**src/design/rau_pkg.sv**
```systemverilog
package rau_pkg;

  localparam int RAU_WIDTH = 32;
  localparam int FIELD_W   = 32;
  localparam int MAG_W     = 64;

  localparam logic [1:0] MODE_NORM = 2'd0;
  localparam logic [1:0] MODE_ADD  = 2'd1;
  localparam logic [1:0] MODE_MUL  = 2'd2;
  localparam logic [1:0] MODE_NEG  = 2'd3;

  localparam logic [1:0] ST_OK   = 2'd0;
  localparam logic [1:0] ST_OVF  = 2'd1;
  localparam logic [1:0] ST_ZDIV = 2'd2;

  typedef enum logic {
    ALU_DIV = 1'b0,
    ALU_MUL = 1'b1
  } alu_op_t;

  // sign and magnitude; a zero magnitude is never negative
  typedef struct packed {
    logic             neg;
    logic [MAG_W-1:0] mag;
  } snum_t;

  typedef struct packed {
    logic [1:0]         mode;
    logic [FIELD_W-1:0] a_num;
    logic [FIELD_W-1:0] a_den;
    logic [FIELD_W-1:0] b_num;
    logic [FIELD_W-1:0] b_den;
  } rau_in_t;

  typedef struct packed {
    logic [FIELD_W-1:0] res_num;
    logic [FIELD_W-1:0] res_den;
    logic [1:0]         status;
  } rau_out_t;

  function automatic snum_t mk(input logic neg, input logic [MAG_W-1:0] mag);
    snum_t s;
    s.neg = neg && (mag != '0);
    s.mag = mag;
    return s;
  endfunction

endpackage

```
**src/design/rau_alu.sv**
```systemverilog
module rau_alu (
  input  logic           clk,
  input  logic           rst,
  input  logic           start,
  input  rau_pkg::alu_op_t op,
  input  rau_pkg::snum_t x,
  input  rau_pkg::snum_t y,
  output logic           done,
  output rau_pkg::snum_t quo,
  output rau_pkg::snum_t rem
);
  import rau_pkg::*;

  localparam int CNT_W = $clog2(MAG_W);

  logic             run;
  logic [CNT_W-1:0] cnt;
  alu_op_t          op_r;
  logic             xneg;
  logic             yneg;
  logic [MAG_W:0]   acc;
  logic [MAG_W-1:0] sh;
  logic [MAG_W-1:0] dv;
  logic [MAG_W-1:0] qr;
  logic [MAG_W:0]   trial;
  logic             take;

  // one quotient bit (restoring) or one multiplier bit (shift and add) per cycle
  assign trial = {acc[MAG_W-1:0], sh[MAG_W-1]};
  assign take  = trial >= {1'b0, dv};

  always_ff @(posedge clk) begin
    if (rst) begin
      run  <= 1'b0;
      done <= 1'b0;
    end else begin
      done <= 1'b0;
      if (start) begin
        run  <= 1'b1;
        cnt  <= CNT_W'(MAG_W - 1);
        op_r <= op;
        xneg <= x.neg;
        yneg <= y.neg;
        acc  <= '0;
        sh   <= x.mag;
        dv   <= y.mag;
        qr   <= '0;
      end else if (run) begin
        if (op_r == ALU_DIV) begin
          acc <= take ? (trial - {1'b0, dv}) : trial;
          qr  <= {qr[MAG_W-2:0], take};
          sh  <= {sh[MAG_W-2:0], 1'b0};
        end else begin
          if (dv[0]) begin
            acc <= {1'b0, acc[MAG_W-1:0] + sh};
          end
          sh <= {sh[MAG_W-2:0], 1'b0};
          dv <= {1'b0, dv[MAG_W-1:1]};
        end
        if (cnt == '0) begin
          run  <= 1'b0;
          done <= 1'b1;
        end
        cnt <= cnt - 1'b1;
      end
    end
  end

  assign quo = (op_r == ALU_DIV) ? mk(xneg ^ yneg, qr) : mk(xneg ^ yneg, acc[MAG_W-1:0]);
  assign rem = mk(xneg, acc[MAG_W-1:0]);

endmodule

```
**src/design/rational_arithmetic_unit.sv**
```systemverilog
// Channel   Ports                 Direction  Transfer
// command   start, busy, cmd      in         taken when start is high and busy is low
// result    done, result          out        valid for the one cycle that done is high
//
// One transaction runs a short micro-program over one shared divide/multiply unit.
// Each divide or multiply is issued, runs bit-serially over the 64-bit magnitudes and is
// then written back. An item's duration grows with its divides, multiplies and Euclid
// steps, and the GCD loop can run long; special cases settled in prep skip the arithmetic.
// Synchronous reset returns the sequencer to idle and drops any pending result.
// The receiver cannot stall: the result is shown for exactly one cycle, and a new
// command may be taken in that same cycle.
module rational_arithmetic_unit #(
  parameter int WIDTH = rau_pkg::RAU_WIDTH
) (
  input  logic              clk,
  input  logic              rst,
  input  logic              start,
  output logic              busy,
  input  rau_pkg::rau_in_t  cmd,
  output logic              done,
  output rau_pkg::rau_out_t result
);
  import rau_pkg::*;

  // operands and results live in signed OPW bits
  localparam int OPW = (WIDTH < FIELD_W) ? WIDTH : FIELD_W;

  typedef enum logic [6:0] {
    S_IDLE  = 7'b0000001,
    S_PREP  = 7'b0000010,
    S_ISSUE = 7'b0000100,
    S_GCD   = 7'b0001000,
    S_GWAIT = 7'b0010000,
    S_WAIT  = 7'b0100000,
    S_OUT   = 7'b1000000
  } state_t;

  typedef enum logic [2:0] {
    K_GCD,
    K_DIV,
    K_MUL,
    K_ADD,
    K_END
  } kind_t;

  typedef enum logic [2:0] {
    R_AN, R_AD, R_BN, R_BD, R_G, R_H, R_RN, R_RD
  } rsel_t;

  typedef struct packed {
    kind_t kind;
    rsel_t x;
    rsel_t y;
    rsel_t d;
  } uop_t;

  localparam snum_t S_ZERO = '{neg: 1'b0, mag: '0};
  localparam snum_t S_ONE  = '{neg: 1'b0, mag: MAG_W'(1)};

  state_t     state;
  logic [1:0] mode;
  logic [3:0] step;
  logic       zdiv;
  snum_t      an, ad, bn, bd, g, h, rn, rd, ga, gb;

  uop_t       uop;
  snum_t      opx, opy, sum, pn;
  logic       wb_en;
  snum_t      wb_val;
  logic       alu_start;
  alu_op_t    alu_op;
  snum_t      alu_x, alu_y, alu_quo, alu_rem;
  logic       alu_done;

  function automatic snum_t from_field(input logic [FIELD_W-1:0] v);
    logic [OPW-1:0] lo;
    lo = v[OPW-1:0];
    return mk(lo[OPW-1], {{(MAG_W-OPW){1'b0}}, lo[OPW-1] ? (~lo + 1'b1) : lo});
  endfunction

  function automatic logic [FIELD_W-1:0] to_field(input snum_t s);
    logic [MAG_W-1:0] bits;
    bits = s.neg ? (~s.mag + 1'b1) : s.mag;
    return bits[FIELD_W-1:0];
  endfunction

  function automatic logic fits(input snum_t s);
    logic [MAG_W-1:0] lim;
    lim = MAG_W'(1) << (OPW - 1);
    return s.neg ? (s.mag <= lim) : (s.mag < lim);
  endfunction

  function automatic logic is_zero(input snum_t s);
    return s.mag == '0;
  endfunction

  function automatic logic is_one(input snum_t s);
    return !s.neg && (s.mag == MAG_W'(1));
  endfunction

  function automatic snum_t s_add(input snum_t a, input snum_t b);
    if (a.neg == b.neg) return mk(a.neg, a.mag + b.mag);
    if (a.mag >= b.mag) return mk(a.neg, a.mag - b.mag);
    return mk(b.neg, b.mag - a.mag);
  endfunction

  // micro-programs: one each for add and multiply, one shared by normalise and negate
  function automatic uop_t decode(input logic [1:0] m, input logic [3:0] s);
    uop_t u;
    u = '{kind: K_END, x: R_RN, y: R_RD, d: R_RN};
    case (m)
      MODE_ADD: begin
        case (s)
          4'd0:    u = '{kind: K_GCD, x: R_AD, y: R_BD, d: R_G};
          4'd1:    u = '{kind: K_DIV, x: R_AD, y: R_G,  d: R_H};
          4'd2:    u = '{kind: K_MUL, x: R_H,  y: R_BD, d: R_RD};
          4'd3:    u = '{kind: K_DIV, x: R_RD, y: R_AD, d: R_H};
          4'd4:    u = '{kind: K_MUL, x: R_AN, y: R_H,  d: R_RN};
          4'd5:    u = '{kind: K_DIV, x: R_RD, y: R_BD, d: R_H};
          4'd6:    u = '{kind: K_MUL, x: R_BN, y: R_H,  d: R_G};
          4'd7:    u = '{kind: K_ADD, x: R_RN, y: R_G,  d: R_RN};
          4'd8:    u = '{kind: K_GCD, x: R_RN, y: R_RD, d: R_G};
          4'd9:    u = '{kind: K_DIV, x: R_RN, y: R_G,  d: R_RN};
          4'd10:   u = '{kind: K_DIV, x: R_RD, y: R_G,  d: R_RD};
          default: u = '{kind: K_END, x: R_RN, y: R_RD, d: R_RN};
        endcase
      end
      MODE_MUL: begin
        case (s)
          4'd0:    u = '{kind: K_GCD, x: R_AN, y: R_BD, d: R_G};
          4'd1:    u = '{kind: K_GCD, x: R_BN, y: R_AD, d: R_H};
          4'd2:    u = '{kind: K_DIV, x: R_AN, y: R_G,  d: R_AN};
          4'd3:    u = '{kind: K_DIV, x: R_BD, y: R_G,  d: R_BD};
          4'd4:    u = '{kind: K_DIV, x: R_BN, y: R_H,  d: R_BN};
          4'd5:    u = '{kind: K_DIV, x: R_AD, y: R_H,  d: R_AD};
          4'd6:    u = '{kind: K_MUL, x: R_AN, y: R_BN, d: R_RN};
          4'd7:    u = '{kind: K_MUL, x: R_AD, y: R_BD, d: R_RD};
          default: u = '{kind: K_END, x: R_RN, y: R_RD, d: R_RN};
        endcase
      end
      default: begin
        case (s)
          4'd0:    u = '{kind: K_GCD, x: R_RN, y: R_RD, d: R_G};
          4'd1:    u = '{kind: K_DIV, x: R_RN, y: R_G,  d: R_RN};
          4'd2:    u = '{kind: K_DIV, x: R_RD, y: R_G,  d: R_RD};
          default: u = '{kind: K_END, x: R_RN, y: R_RD, d: R_RN};
        endcase
      end
    endcase
    return u;
  endfunction

  assign uop = decode(mode, step);

  always_comb begin
    case (uop.x)
      R_AN:    opx = an;
      R_AD:    opx = ad;
      R_BN:    opx = bn;
      R_BD:    opx = bd;
      R_G:     opx = g;
      R_H:     opx = h;
      R_RN:    opx = rn;
      R_RD:    opx = rd;
      default: opx = S_ZERO;
    endcase
  end

  always_comb begin
    case (uop.y)
      R_AN:    opy = an;
      R_AD:    opy = ad;
      R_BN:    opy = bn;
      R_BD:    opy = bd;
      R_G:     opy = g;
      R_H:     opy = h;
      R_RN:    opy = rn;
      R_RD:    opy = rd;
      default: opy = S_ZERO;
    endcase
  end

  assign sum = s_add(opx, opy);
  assign pn  = (mode == MODE_NEG) ? mk(!an.neg, an.mag) : an;

  // write back: sum of the add step, finished GCD, or shared unit result
  always_comb begin
    wb_en  = 1'b0;
    wb_val = alu_quo;
    case (state)
      S_ISSUE: begin
        wb_en  = (uop.kind == K_ADD);
        wb_val = sum;
      end
      S_GCD: begin
        wb_en  = is_zero(ga);
        wb_val = gb;
      end
      S_WAIT: begin
        wb_en  = alu_done;
        wb_val = alu_quo;
      end
      default: wb_en = 1'b0;
    endcase
  end

  // Euclid steps reuse the divider for the truncating remainder
  assign alu_start = ((state == S_ISSUE) && ((uop.kind == K_DIV) || (uop.kind == K_MUL)))
                  || ((state == S_GCD) && !is_zero(ga));
  assign alu_op    = ((state == S_ISSUE) && (uop.kind == K_MUL)) ? ALU_MUL : ALU_DIV;
  assign alu_x     = (state == S_GCD) ? gb : opx;
  assign alu_y     = (state == S_GCD) ? ga : opy;

  rau_alu u_alu (
    .clk   (clk),
    .rst   (rst),
    .start (alu_start),
    .op    (alu_op),
    .x     (alu_x),
    .y     (alu_y),
    .done  (alu_done),
    .quo   (alu_quo),
    .rem   (alu_rem)
  );

  assign busy = (state != S_IDLE);

  always_ff @(posedge clk) begin
    if (rst) begin
      state <= S_IDLE;
      done  <= 1'b0;
    end else begin
      done <= 1'b0;

      if (wb_en) begin
        case (uop.d)
          R_AN:    an <= wb_val;
          R_AD:    ad <= wb_val;
          R_BN:    bn <= wb_val;
          R_BD:    bd <= wb_val;
          R_G:     g  <= wb_val;
          R_H:     h  <= wb_val;
          R_RN:    rn <= wb_val;
          R_RD:    rd <= wb_val;
          default: rn <= wb_val;
        endcase
      end

      case (state)
        S_IDLE: begin
          if (start) begin
            mode  <= cmd.mode;
            an    <= from_field(cmd.a_num);
            ad    <= from_field(cmd.a_den);
            bn    <= from_field(cmd.b_num);
            bd    <= from_field(cmd.b_den);
            step  <= '0;
            zdiv  <= 1'b0;
            state <= S_PREP;
          end
        end

        // settle the special cases before any arithmetic
        S_PREP: begin
          case (mode)
            MODE_ADD: begin
              if (is_zero(bn)) begin
                rn    <= an;
                rd    <= ad;
                state <= S_OUT;
              end else if (is_zero(ad) || is_zero(bd)) begin
                rn    <= S_ONE;
                rd    <= S_ZERO;
                state <= S_OUT;
              end else if (is_zero(an)) begin
                rn    <= bn;
                rd    <= bd;
                state <= S_OUT;
              end else begin
                state <= S_ISSUE;
              end
            end
            MODE_MUL: state <= S_ISSUE;
            default: begin
              if (is_zero(pn) && is_zero(ad)) begin
                rn    <= pn;
                rd    <= ad;
                state <= S_OUT;
              end else if (is_zero(ad)) begin
                rn    <= S_ONE;
                rd    <= S_ZERO;
                state <= S_OUT;
              end else if (is_zero(pn)) begin
                rn    <= S_ZERO;
                rd    <= S_ONE;
                state <= S_OUT;
              end else begin
                rn    <= pn;
                rd    <= ad;
                state <= S_ISSUE;
              end
            end
          endcase
        end

        S_ISSUE: begin
          case (uop.kind)
            K_END: state <= S_OUT;
            K_GCD: begin
              ga    <= opx;
              gb    <= opy;
              state <= S_GCD;
            end
            K_DIV, K_MUL: state <= S_WAIT;
            K_ADD: begin
              step <= step + 1'b1;
              if (is_zero(sum)) begin
                rd    <= S_ONE;
                state <= S_OUT;
              end else if (is_one(rd) || is_one(sum)) begin
                state <= S_OUT;
              end
            end
            default: state <= S_OUT;
          endcase
        end

        S_GCD: begin
          if (is_zero(ga)) begin
            step <= step + 1'b1;
            // multiply with a zero cross GCD has no quotient
            if ((mode == MODE_MUL) && (step == 4'd1) && (is_zero(g) || is_zero(gb))) begin
              zdiv  <= 1'b1;
              state <= S_OUT;
            end else begin
              state <= S_ISSUE;
            end
          end else begin
            state <= S_GWAIT;
          end
        end

        S_GWAIT: begin
          if (alu_done) begin
            gb    <= ga;
            ga    <= alu_rem;
            state <= S_GCD;
          end
        end

        S_WAIT: begin
          if (alu_done) begin
            step  <= step + 1'b1;
            state <= S_ISSUE;
          end
        end

        S_OUT: begin
          if (zdiv) begin
            result.res_num <= '0;
            result.res_den <= '0;
            result.status  <= ST_ZDIV;
          end else begin
            result.res_num <= to_field(rn);
            result.res_den <= to_field(rd);
            result.status  <= (fits(rn) && fits(rd)) ? ST_OK : ST_OVF;
          end
          done  <= 1'b1;
          state <= S_IDLE;
        end

        default: state <= S_IDLE;
      endcase
    end
  end

endmodule

```
**config.mk**
```make
export PLATFORM = sky130hd
export DESIGN_NAME = rational_arithmetic_unit
export DESIGN_NICKNAME = d
export VERILOG_FILES = /design/src/design/rau_pkg.sv /design/src/design/rau_alu.sv /design/src/design/rational_arithmetic_unit.sv
export SDC_FILE = /design/constraint.sdc
export NUM_CORES = 2
export LEC_CHECK = 0
export ABC_AREA = 1
export ABC_CLOCK_PERIOD_IN_PS = 18490
export BUFFER_PORTS_ARGS = -buffer_cell sky130_fd_sc_hd__buf_2
export CAP_MARGIN = 5
export CORE_AREA = 8 8 562 564
export DETAILED_ROUTE_END_ITERATION = 6
export DIE_AREA = 0 0 570 572
export PLACE_DENSITY_LB_ADDON = 0.1
export SETUP_SLACK_MARGIN = 0.15
export SLEW_MARGIN = 20
export SYNTH_ARGS = -nofsm -noshare
export SYNTH_HDL_FRONTEND = slang
export SYNTH_SLANG_ARGS = --single-unit
```
**constraint.sdc**
```tcl
create_clock -name clk -period 18.49 [get_ports clk]
set_input_delay 1.849 -clock clk [delete_from_list [all_inputs] [get_ports clk]]
set_output_delay 1.849 -clock clk [all_outputs]
set_load 0.01 [all_outputs]
```
==> reports/metrics.cfg <==
[setup_path]
path_class = flop to flop
worstRegToRegCells = 41
crit_arrival_ps = 13300
cp_common_cell = nand2_1
max_stage_delay_ps = 800
cp-end-kind = flop
crit_required_ps = 19100
cp_slowest_cell = buf_4
path_max_fanout = 89
start_kind = flop

[yosys]
synth.most_common_cell = nand2_1
synthMuxAreaShare_pct = 0.0983
synthFlopType = edfxtp_1
synth_seq_cells = 1018
synthXorXnorAreaFrac_pct = 2.41
syn-num-nets = 14100
yosysWarnings = 0
yosys.area_share.simple_pct = 25.8
yosysSeqAreaShare_pct = 33.0
synth_area_leaders = edfxtp_1, nand2_1, inv_1, o21ai_0, a21oi_1
synth_cells = 13700
synthDistinctLibCells = 65
async_flop_share_pct = 0
synth_area_per_cell_sq_um = 6.71
yosys-top-cells-count = nand2_1, inv_1, o21ai_0
mappedNetlistArea_sq_um = 91600
synth_enable_flop_cells = 988
yosys.area.top_type = edfxtp_1
synth_top_area_share_pct = 32.4
synth_top_family_by_area = simple AND/OR/NAND/NOR gates
synth_compound_area_share_pct = 22.5
synthAdderAreaFrac_pct = 4.79

[global_route]
grt_pass1_vias = 98200
grt.total_usage_pct = 37.1
grt_pass1_wl_um = 848000
busiest_layer = met2
grt_max_degree = 161
use_met2_pct = 56.9
grt_antenna_before_repair = 38
grt-ovfl-total = 0
use_met1_pct = 46.8
gr-usage-met3_pct = 8.78

[cts]
h-tree-depth = 4
cts_root_buf = clkbuf_16
cts_tree = yes
clock_latency_ps = 890
clk_pin_slew_ps = 60
cts_resized = 0
hold_buffers = 0
post_cts_buffers = 0
cts_buffers = 143
cts_sinks = 1018
clockBufferDepth = 4

[timing]
hold_violations = 0
setup_viol = 0
worstMarginPinSlew_ps = 1350
maxSlewViolCount = 0
fin_crit_ps = 12690
fin_ws_ps = 5800
max_freq_mhz = 78.8
clock_skew_ps = 85.3
max_slew_margin_pct = 9.54
rsz0062_at_grt = false
tns_ps = 0
layout_worst_path_cycle_share_pct = 68.6

[status]
failed_checks = design-rule violations
outcome = finished with violations

[power]
power_density_nw_per_um2 = 243
seqPwrFrac_pct = 13.6
swShare_pct = 64.9
netSwitchingPower_mw = 16.2
vdd_drop_max_uv = 130
clkPwrFrac_pct = 11.2
p_comb_share_pct = 75.2
p_int_mw = 8.76
leakage_nw = 44.7

[cells_and_area]
nets = 14200
fillers = 34400
drive_above_1_share_pct = 6.50
final_util_pct = 33.4
final_cell_count_no_fill = 17900
syn2layout_area_growth_pct = 12.0
regArea_sq_um = 30300
multi_input_comb_area_sq_um = 51300

[run]
max_cap_violations = 0

[detailed_routing]
routed_wl_um = 635000
drtIter0Drc = 15200
wl_per_cell_um = 35.4
route.vias.total = 105000
drtPass1Iterations = 7
route.detailed.drc = 18
via_per_inst = 5.86
ant_nets = 0

[floorplanning]
die_w_um = 570
core_area_sq_um = 307000
die_y_um = 572
die-area_sq_um = 326000
rows = 204
io_pins = 201
start_util_pct = 29.8

[placement]
port_buffers = 200
hpwl_um = 504000
dp_cells = 17700
place_congestion = 1.12
dp_slack_ps = 6410

[min_path]
holdCritPathClass = flop to flop
hold_depth = 3

## flip-flops by register name, indices dropped and copies added (netlist names), 2 cells and up, named ones only
signal / count
bd: 65
ga: 65
rd: 65
mode: 2
u_alu.acc: 64
state: 7
u_alu.sh: 64
u_alu.qr: 64
u_alu.cnt: 6
gb: 65
an: 65
bn: 65
g: 65
h: 65
result: 66
ad: 65
u_alu.dv: 64
rn: 65
step: 4
## per-layer routing
metal | share of wire, % | vias up
met5 | 0.024 | -
met4 | 8.1 | 18
met3 | 9.8 | 1429
met2 | 43 | 6358
met1 | 39 | 51000
li1 | - | 46300
## path summary, 6_finish.rpt
check	from	to	slack [ps]
worst max-delay path	mode[0]	rd[56]	5800
worst min-delay path	state[5]	done	520
worst max register to register	mode[0]	rd[56]	5800
worst min register to register	state[5]	done	520
## worst max-delay path: cells and delay by family, from the launching register on
family | cells | cell delay [ps]
fa+ha+maj | 2 | 1030
simple gates | 21 | 3690
buf+inv | 11 | 4550
compound gates | 7 | 2180
flops | 1 | 450
## area by class of cell
class	instances	area share, %
well taps	4120	5.03
repair buffers	548	3.58
flip-flops and latches	1018	29.5
clock inverters	83	0.644
multi-input cells	9937	50.0
clock buffers	173	3.68
diodes	17	0.0415
inverters	2043	7.52
## metrics by stage
step | cell area, sq um | total power [mW] | hold slack [ps]
6_report | 103000 | 25.0 | 522
5_1_grt | 103000 | 25.7 | 558
4_1_cts | 102000 | 24.0 | 528
3_5_place_dp | 98100 | 21.2 | 522
3_3_place_gp | 98000 | 21.4 | 527
2_1_floorplan | 91600 | 12.9 | 469
## power by group through the flow
stage	Clock, mW	Combinational, mW	Sequential (mW)
2_1_floorplan	0	9.74	3.17
3_3_place_gp	0	18.0	3.40
3_5_place_dp	0	17.8	3.40
4_1_cts	2.83	17.9	3.35
5_1_grt	2.89	19.4	3.38
6_report	2.80	18.8	3.39
## layout by cell type, fill, tap and decap left out, drive strengths merged, types with 173 or more instances in the layout
cell type / netlist / final
nand2: 3501 / 3501
inv: 2029 / 2034
o21ai: 1388 / 1388
nor2: 1158 / 1158
a21oi: 1077 / 1077
edfxtp: 988 / 988
nand3: 565 / 565
buf: 179 / 548
ha: 343 / 343
o22ai: 198 / 198
nor4: 198 / 198
a22oi: 182 / 182
clkbuf: 481 / 173
## cells by family (layout without fill, tap and decap cells)
family / count (synthesis) / after routing
XOR/XNOR: 252 / 252
multiplexers: 9 / 9
buffers and inverters: 2703 / 2847
other: 0 / 17
AO/OA/AOI/OAI: 3572 / 3572
adder cells (fa/ha/maj): 348 / 348
AND/OR/NAND/NOR: 5756 / 5756
flip-flops: 1018 / 1018
Power figures use the tool's default switching activity.
